--- src/hdl/range_flip_class_xor_table_core_assert.svh ---
// ----------------------------------------------------------------------------
// range_flip_class_xor_table_core assertion macros
// concurrent checks for simulation, empty for synthesis
// ----------------------------------------------------------------------------
`ifndef RANGE_FLIP_CLASS_XOR_TABLE_CORE_ASSERT_SVH
`define RANGE_FLIP_CLASS_XOR_TABLE_CORE_ASSERT_SVH

`ifndef SYNTHESIS

// property must hold at every clock edge outside reset
`define RFXT_ASSERT(label, clk, rst_n, prop) \
	label: assert property (@(posedge clk) disable iff (!rst_n) (prop)) \
		else $error("rfxt assertion failed");

// condition must never be true outside reset
`define RFXT_NEVER(label, clk, rst_n, cond) \
	label: assert property (@(posedge clk) disable iff (!rst_n) !(cond)) \
		else $error("rfxt forbidden condition seen");

`else

`define RFXT_ASSERT(label, clk, rst_n, prop)
`define RFXT_NEVER(label, clk, rst_n, cond)

`endif

`endif

--- src/hdl/rfxt_pkg.sv ---
// ----------------------------------------------------------------------------
// rfxt_pkg
// shared constants and types for the range flip class xor table
// ----------------------------------------------------------------------------
`timescale 1ns / 1ps
`default_nettype none

package rfxt_pkg;

	localparam int TABLE_DEPTH = 1024;
	localparam int VALUE_BITS  = 30;
	localparam int ADDR_BITS   = $clog2(TABLE_DEPTH);
	localparam int COUNT_BITS  = ADDR_BITS + 1;
	localparam int INDEX_BITS  = 11;

	// operation codes
	typedef enum logic [1:0] {
		FUNC_CLEAR = 2'd0,
		FUNC_LOAD  = 2'd1,
		FUNC_FLIP  = 2'd2,
		FUNC_QUERY = 2'd3
	} func_t;

	// request transaction
	typedef struct packed {
		func_t                   func;
		logic [INDEX_BITS-1:0]   left_index;
		logic [INDEX_BITS-1:0]   right_index;
		logic [VALUE_BITS-1:0]   element_value;
		logic                    element_bit;
		logic                    query_class;
	} req_item_t;

	// response transaction
	typedef struct packed {
		logic [VALUE_BITS-1:0] xor_result;
		logic                  bad_request;
	} rsp_item_t;

	// prefix memory access
	typedef struct packed {
		logic                  we;
		logic                  re;
		logic [ADDR_BITS-1:0]  addr;
		logic [VALUE_BITS-1:0] wdata;
	} mem_req_t;

	// sequencer to totals/response path
	typedef struct packed {
		logic                  clear;
		logic                  load;
		logic                  load_cls;
		logic [VALUE_BITS-1:0] load_value;
		logic                  flip_apply;
		logic [VALUE_BITS-1:0] span;
		logic                  rsp_fire;
		logic                  rsp_bad;
		logic                  rsp_cls;
	} upd_t;

endpackage

`default_nettype wire

--- src/hdl/rfxt_ctrl.sv ---
// ----------------------------------------------------------------------------
// rfxt_ctrl
// request sequencer: load append, flip range reads, request checks
// ----------------------------------------------------------------------------
`timescale 1ns / 1ps
`default_nettype none

`include "range_flip_class_xor_table_core_assert.svh"

module rfxt_ctrl
	import rfxt_pkg::*;
(
	input  wire logic                  clk,
	input  wire logic                  arst_n,
	input  wire logic                  req_valid,
	output logic                       req_ready,
	input  wire req_item_t             req,
	input  wire logic                  rsp_room,
	input  wire logic [VALUE_BITS-1:0] rdata,
	output mem_req_t                   mem,
	output upd_t                       upd
);

	typedef enum logic [2:0] {
		ST_IDLE  = 3'b001,
		ST_RD_HI = 3'b010,
		ST_RD_LO = 3'b100
	} seq_state_t;

	seq_state_t            state_q;
	logic [COUNT_BITS-1:0] count_q;
	logic [VALUE_BITS-1:0] last_prefix_q;
	logic [ADDR_BITS-1:0]  lo_addr_q;
	logic                  lo_first_q;
	logic [VALUE_BITS-1:0] span_s1;

	logic                  accept;
	logic                  load_full;
	logic                  flip_bad;
	logic                  is_load;
	logic                  is_flip;
	logic [INDEX_BITS-1:0] hi_minus1;
	logic [INDEX_BITS-1:0] lo_minus2;
	logic [VALUE_BITS-1:0] lo_prefix;

	// handshake: free in idle or while the last flip read returns, and only when the response slot has room
	assign req_ready = ((state_q == ST_IDLE) || (state_q == ST_RD_LO)) && rsp_room;
	assign accept    = req_valid && req_ready;

	// request checks
	assign load_full = (count_q == COUNT_BITS'(TABLE_DEPTH));
	assign flip_bad  = (req.left_index == '0)
	                 || (req.right_index < req.left_index)
	                 || (req.right_index > INDEX_BITS'(count_q));
	assign is_load   = accept && (req.func == FUNC_LOAD) && !load_full;
	assign is_flip   = accept && (req.func == FUNC_FLIP) && !flip_bad;

	assign hi_minus1 = req.right_index - INDEX_BITS'(1);
	assign lo_minus2 = req.left_index - INDEX_BITS'(2);

	// memory port: load write, hi read on accept, lo read in the cycle after
	always_comb begin
		mem.we    = is_load;
		mem.re    = is_flip || ((state_q == ST_RD_HI) && !lo_first_q);
		mem.wdata = last_prefix_q ^ req.element_value;
		if (is_load) begin
			mem.addr = count_q[ADDR_BITS-1:0];
		end else if (state_q == ST_RD_HI) begin
			mem.addr = lo_addr_q;
		end else begin
			mem.addr = hi_minus1[ADDR_BITS-1:0];
		end
	end

	// empty prefix reads as zero
	assign lo_prefix = lo_first_q ? '0 : rdata;

	// update bundle for the totals and response path
	always_comb begin
		upd.clear      = accept && (req.func == FUNC_CLEAR);
		upd.load       = is_load;
		upd.load_cls   = req.element_bit;
		upd.load_value = req.element_value;
		upd.flip_apply = (state_q == ST_RD_LO);
		upd.span       = span_s1 ^ lo_prefix;
		upd.rsp_fire   = accept && ((req.func == FUNC_QUERY)
		               || ((req.func == FUNC_LOAD) && load_full)
		               || ((req.func == FUNC_FLIP) && flip_bad));
		upd.rsp_bad    = (req.func != FUNC_QUERY);
		upd.rsp_cls    = req.query_class;
	end

	// sequencer state
	always_ff @(posedge clk or negedge arst_n) begin
		if (!arst_n) begin
			state_q <= ST_IDLE;
		end else begin
			case (state_q)
				ST_IDLE:  state_q <= is_flip ? ST_RD_HI : ST_IDLE;
				ST_RD_HI: state_q <= ST_RD_LO;
				ST_RD_LO: state_q <= is_flip ? ST_RD_HI : ST_IDLE;
				default:  state_q <= ST_IDLE;
			endcase
		end
	end

	// table fill count and prefix of the last entry
	always_ff @(posedge clk or negedge arst_n) begin
		if (!arst_n) begin
			count_q       <= '0;
			last_prefix_q <= '0;
		end else if (upd.clear) begin
			count_q       <= '0;
			last_prefix_q <= '0;
		end else if (is_load) begin
			count_q       <= count_q + COUNT_BITS'(1);
			last_prefix_q <= mem.wdata;
		end
	end

	// flip range bookkeeping
	always_ff @(posedge clk) begin
		if (is_flip) begin
			lo_addr_q  <= lo_minus2[ADDR_BITS-1:0];
			lo_first_q <= (req.left_index == INDEX_BITS'(1));
		end
		if (state_q == ST_RD_HI) begin
			span_s1 <= rdata;
		end
	end

	// checks
	`RFXT_ASSERT(a_flip_enters_read, clk, arst_n, is_flip |=> (state_q == ST_RD_HI))
	`RFXT_ASSERT(a_busy_no_accept, clk, arst_n, (state_q == ST_RD_HI) |-> !req_ready)
	`RFXT_NEVER(a_port_conflict, clk, arst_n, mem.we && mem.re)
	`RFXT_ASSERT(a_count_bound, clk, arst_n, count_q <= COUNT_BITS'(TABLE_DEPTH))

endmodule

`default_nettype wire

--- config.mk ---
export PLATFORM = sky130hd
export DESIGN_NAME = rfxt_ctrl
export DESIGN_NICKNAME = d
export VERILOG_FILES = /design/src/hdl/rfxt_pkg.sv /design/src/hdl/rfxt_ctrl.sv
export VERILOG_INCLUDE_DIRS = /design/src /design/src/hdl
export SDC_FILE = /design/constraint.sdc
export NUM_CORES = 1
export LEC_CHECK = 0
export ABC_CLOCK_PERIOD_IN_PS = 4200
export BUFFER_PORTS_ARGS = -buffer_cell sky130_fd_sc_hd__buf_4
export CAP_MARGIN = 20
export CORE_MARGIN = 2
export CORE_UTILIZATION = 40
export DETAILED_ROUTE_END_ITERATION = 6
export GPL_TIMING_DRIVEN = 1
export PLACE_DENSITY_LB_ADDON = 0.3
export SKIP_CTS_REPAIR_TIMING = 1
export SYNTH_ARGS = -nofsm -noshare
export SYNTH_HDL_FRONTEND = slang
export SYNTH_SLANG_ARGS = --single-unit
--- constraint.sdc ---
create_clock -name clk -period 4.2 [get_ports clk]
set_clock_uncertainty 0.15 [all_clocks]
set_input_delay 1.05 -clock clk [delete_from_list [all_inputs] [get_ports clk]]
set_output_delay 1.05 -clock clk [all_outputs]
set_load 0.02 [all_outputs]
Word-level counts from Yosys, hierarchy flattened
Cells that the tools add are included.

Bits in registers: 85. Input port bits: 90.

$add $sub $neg: 3. Magnitude comparators: 2. Eq/ne operators: 9. Multiplexer cells: 9. Bitwise operators: 2. Reductions and logical operators: 24.

Operator list (count): two-way mux 30 bit (3); bitwise XOR 30 bit (2); two-way mux 11 bit (2); two-way mux 10 bit (2); adder 11 x 1 -> 11 bit, second input constant (1); == test 11 x 1 -> 1 bit, second input constant (1); == test 11 bit, second input constant (1); greater-than comparator 11 bit (1); logical AND 1 bit (11); zero test 11 bit (1); < comparator 11 bit (1); subtractor 10 x 1 -> 10 bit, second input constant (1); subtractor 10 x 2 -> 10 bit, second input constant (1); logical OR 1 bit (6); one-hot mux 3 bit (2 select lines) (1); == test 2 bit, second input constant (2); == test 3 x 1 -> 1 bit, second input constant (1); == test 3 x 2 -> 1 bit, second input constant (1); == test 3 bit, second input constant (1); zero test 1 bit (3); == test 2 x 1 -> 1 bit, second input constant (1); zero test 2 bit (1); two-way mux 2 bit (1); inequality test 2 bit, second input constant (1); 2 further kinds (2).

Longest topological paths before layout
Depth after elaboration: 8. Mapped depth: 8. Gate-level depth less buffers: 7.

Least setup slack after synthesis
No wires, ideal clock.

Path kind: input to output. Start point: input req[38] in the netlist's numbering. End point: output mem[40] in the netlist's numbering. Data arrival time: 2591 ps. Data required time: 3000 ps. Path slack: 409 ps. Cell stages on the path: 6. Path through: ha_1 -> a21oi_1 -> o21ai_0 -> a2111o_1 -> a221oi_2 -> a32o_1.

RTL lines: start, declared (RTL line rfxt_ctrl.sv:17) `input wire req_item_t req,`; end, declared (RTL line rfxt_ctrl.sv:20) `output mem_req_t mem,`.

==> flow_results.xml <==
<?xml version="1.0" encoding="UTF-8"?>
<metrics>
  <group name="run_status">
    <metric name="run_status" unit="">finished, final reports clean</metric>
  </group>
  <group name="synthesis">
    <metric name="yosysSeqAreaShare" unit="">0.4371</metric>
    <metric name="synth_cell_type_count" unit="">42</metric>
    <metric name="postSynthCellCount" unit="">541</metric>
    <metric name="combinational_family_with_the_most_area_after_synthesis" unit="">XOR/XNOR gates</metric>
    <metric name="compound_gate_portion_of_the_synthesized_area" unit="">0.04617</metric>
    <metric name="async_flop_share" unit="">0.5176</metric>
    <metric name="synth_xor_area_frac" unit="">0.1903</metric>
    <metric name="netlist.top_cell.by_area" unit="">edfxtp_1</metric>
    <metric name="synth-simple-area-share" unit="">0.1678</metric>
    <metric name="synthAdderAreaFrac" unit="">0.05859</metric>
    <metric name="synth-main-ff-cell" unit="">dfrtp_1</metric>
    <metric name="yosys_register_bits" unit="">85</metric>
    <metric name="mappedNetlistArea" unit="sq um">5339</metric>
    <metric name="avgSynthCellArea" unit="sq um">9.869</metric>
    <metric name="post_synth_mux_area_share" unit="">0.007968</metric>
    <metric name="synth_area_leaders" unit="">edfxtp_1, dfrtp_1, xor2_1</metric>
    <metric name="synth_top_cell_area_share" unit="">0.2306</metric>
    <metric name="edff_count_synth" unit="">41</metric>
    <metric name="ys_warn_count" unit="">0</metric>
    <metric name="postSynthNetCount" unit="">656</metric>
  </group>
  <group name="layout">
    <metric name="stdcell_area" unit="sq um">7082</metric>
    <metric name="post_route_cells_drive_above_1_share" unit="">0.3305</metric>
    <metric name="layout.cells.most_common_list" unit="">buf_4, xor2_1, nor2_1</metric>
    <metric name="most_frequent_standard_cell_in_the_layout_excluding_fill_and_tap_cells" unit="">buf_4</metric>
    <metric name="antennaDiodeCount" unit="">0</metric>
    <metric name="postLayoutCoreUtil" unit="">0.5390</metric>
    <metric name="area_delta_synth_final" unit="%">32.65</metric>
    <metric name="final_nets" unit="">818</metric>
  </group>
  <group name="sta">
    <metric name="fin_crit" unit="ps">4105</metric>
    <metric name="worst_pin_slew" unit="ps">879.6</metric>
    <metric name="setup_failing_eps_final" unit="">0</metric>
    <metric name="slew_headroom" unit="">0.4129</metric>
    <metric name="rsz0062_at_grt" unit="">false</metric>
    <metric name="timing.final.hold_violations" unit="">0</metric>
    <metric name="fmax" unit="GHz">0.2436</metric>
    <metric name="period_share" unit="">0.9774</metric>
    <metric name="timing.final.max_slew_violations" unit="">0</metric>
    <metric name="tns" unit="ps">0</metric>
  </group>
  <group name="worst_setup_path">
    <metric name="critical-path-max-stage-delay" unit="ps">460</metric>
    <metric name="critical_path.startpoint_type" unit="">primary input</metric>
    <metric name="timing.critical_path.fanout_max" unit="">6</metric>
    <metric name="critPathMostFrequentCell" unit="">buf_4</metric>
    <metric name="reg2reg_slack" unit="ps">1260</metric>
    <metric name="worst_setup_end_kind" unit="">output pin</metric>
    <metric name="worstSetupPathType" unit="">primary input to output pin</metric>
    <metric name="worstPathRequired" unit="ps">3000</metric>
    <metric name="crit_chain" unit="">buf_4 &gt; ha_1 &gt; a21oi_1 &gt; o21ai_0 &gt; a2111o_1 &gt; a221oi_4 &gt; a32o_1 &gt; buf_4</metric>
    <metric name="master_of_the_slowest_instance_on_the_critical_path" unit="">a2111o_1</metric>
    <metric name="cp.arrival" unit="ps">2910</metric>
  </group>
  <group name="floorplanning">
    <metric name="core-area" unit="sq um">13140</metric>
    <metric name="io-pin-count" unit="">200</metric>
    <metric name="num_rows" unit="">42</metric>
    <metric name="floorplan.initialDensity" unit="">0.4064</metric>
    <metric name="floorplan.die_area" unit="sq um">14290</metric>
    <metric name="die_w" unit="um">119.5</metric>
    <metric name="dieHeight" unit="um">119.5</metric>
  </group>
  <group name="drt">
    <metric name="drt_iter0_markers" unit="">324</metric>
    <metric name="via_per_inst" unit="">4.839</metric>
    <metric name="detailedRoute.firstPassIterationCount" unit="">4</metric>
    <metric name="drt.antenna.violating_nets" unit="">0</metric>
    <metric name="remaining_drc_errors" unit="">0</metric>
    <metric name="route.detailed.wl_per_inst" unit="um">14.59</metric>
    <metric name="drt-total-wl" unit="mm">12.90</metric>
    <metric name="num_vias" unit="">4278</metric>
  </group>
  <group name="global_routing">
    <metric name="globalRouteTotalUtil" unit="">0.1804</metric>
    <metric name="global_route.overflow_total" unit="">0</metric>
    <metric name="grt_antenna_before_repair" unit="">0</metric>
    <metric name="largest_net_degree_at_the_start_of_global_routing" unit="">45</metric>
    <metric name="grt_first_pass_wirelength" unit="mm">20.42</metric>
    <metric name="via_count_of_the_first_global_routing_pass" unit="">4112</metric>
  </group>
  <group name="clock_network">
    <metric name="cts_tree" unit="">yes</metric>
    <metric name="insertion_delay" unit="ps">350</metric>
    <metric name="cts_max_path_buffers" unit="">2</metric>
    <metric name="clk_root_buffer_cell" unit="">clkbuf_16</metric>
    <metric name="ctsHtreeMaxLevel" unit="">3</metric>
    <metric name="cts.sinks" unit="">85</metric>
    <metric name="clk_pin_slew" unit="ps">70</metric>
    <metric name="tritoncts.num_buffers" unit="">9</metric>
  </group>
  <group name="power">
    <metric name="p_per_area" unit="nW/um^2">405.2</metric>
    <metric name="vdd_ir_drop_max" unit="V">0.0001714</metric>
    <metric name="leakage" unit="nW">3.209</metric>
  </group>
  <group name="placement">
    <metric name="gp_congestion" unit="">0.8601</metric>
    <metric name="detailed_place.area" unit="sq um">6746</metric>
    <metric name="io_buffers" unit="">195</metric>
    <metric name="dpl.hpwl" unit="mm">9.873</metric>
  </group>
  <group name="flow_run">
    <metric name="drv.max_cap_violation_count" unit="">0</metric>
  </group>
  <group name="hold_path">
    <metric name="worstHoldPathType" unit="">flip-flop to flip-flop</metric>
  </group>
</metrics>
-- cells by family after synthesis --
family	after synthesis
simple gates	187
xor+xnor	116
flops	85
buf+inv	84
compound gates	40
fa+ha+maj	25
mux	4
-- final timing paths --
check	startpoint	end	cells after the start
max in group asynchronous	arst_n	last_prefix_q[1]	1
setup reg to reg	count_q[6]	lo_addr_q[9]	9
hold reg to reg	state_q[2]	state_q[2]	1
setup / recovery	req[38]	mem[40]	8
hold / removal	state_q[2]	state_q[2]	1
min in group asynchronous	arst_n	last_prefix_q[15]	1
-- critical path, delay by kind of cell --
| kind | cells | cell delay (ps) |
|---|---|---|
| buffers and inverters | 2 | 290 |
| adders and majority gates | 1 | 330 |
| AOI/OAI and AO/OA | 5 | 1230 |
-- sequential cells by signal, indices dropped and copies added (netlist names) --
register and flops:
lo_first_q 1, lo_addr_q 10, last_prefix_q 30, span_s1 30, state_q 3, count_q 11
-- through the flow --
stage | hold slack, ps | total power [mW] | instances | setup slack (ps)
2_1_floorplan | 313.1 | 1.631 | 541 | 408.8
3_3_place_gp | 342.2 | 2.000 | 868 | 64.28
3_5_place_dp | 363.2 | 2.021 | 868 | 37.33
4_1_cts | 374.9 | 2.901 | 884 | 31.14
5_1_grt | 392.4 | 3.018 | 884 | 14.74
6_report | 363.6 | 2.870 | 884 | 94.78
-- area by class of cell --
class	instances	area (sq um)
clock buffer	9	225.2
tap	176	220.2
sequential	85	2333
inverter	30	112.6
clock inverter	7	98.84
timing repair buffer	205	1539
fill	1213	6056
multi-input combinational	372	2552
-- synthesized netlist by cell type (11+ instances only) --
master,number
nand4_1,11
nand3_1,39
xor2_1,64
edfxtp_1,41
inv_1,28
nor2_1,53
a21oi_1,13
buf_4,36
ha_1,25
dfrtp_1,43
o21ai_0,14
xnor2_1,52
nand2_1,51
-- routing by layer --
layer,global-route usage,vias up,part of all wire
li1,-,2100,-
met1,0.2282,2043,0.43
met2,0.3121,117,0.51
met3,0.02567,18,0.038
met4,0.06985,0,0.021
met5,0,-,0
-- power breakdown --
| group | internal, mW | switching [mW] |
|---|---|---|
| Sequential | 0.987 | 0.102 |
| Clock | 0.524 | 0.346 |
| Combinational | 0.414 | 0.497 |
| Total | 1.92 | 0.945 |
(Power assumes the default switching activity.)
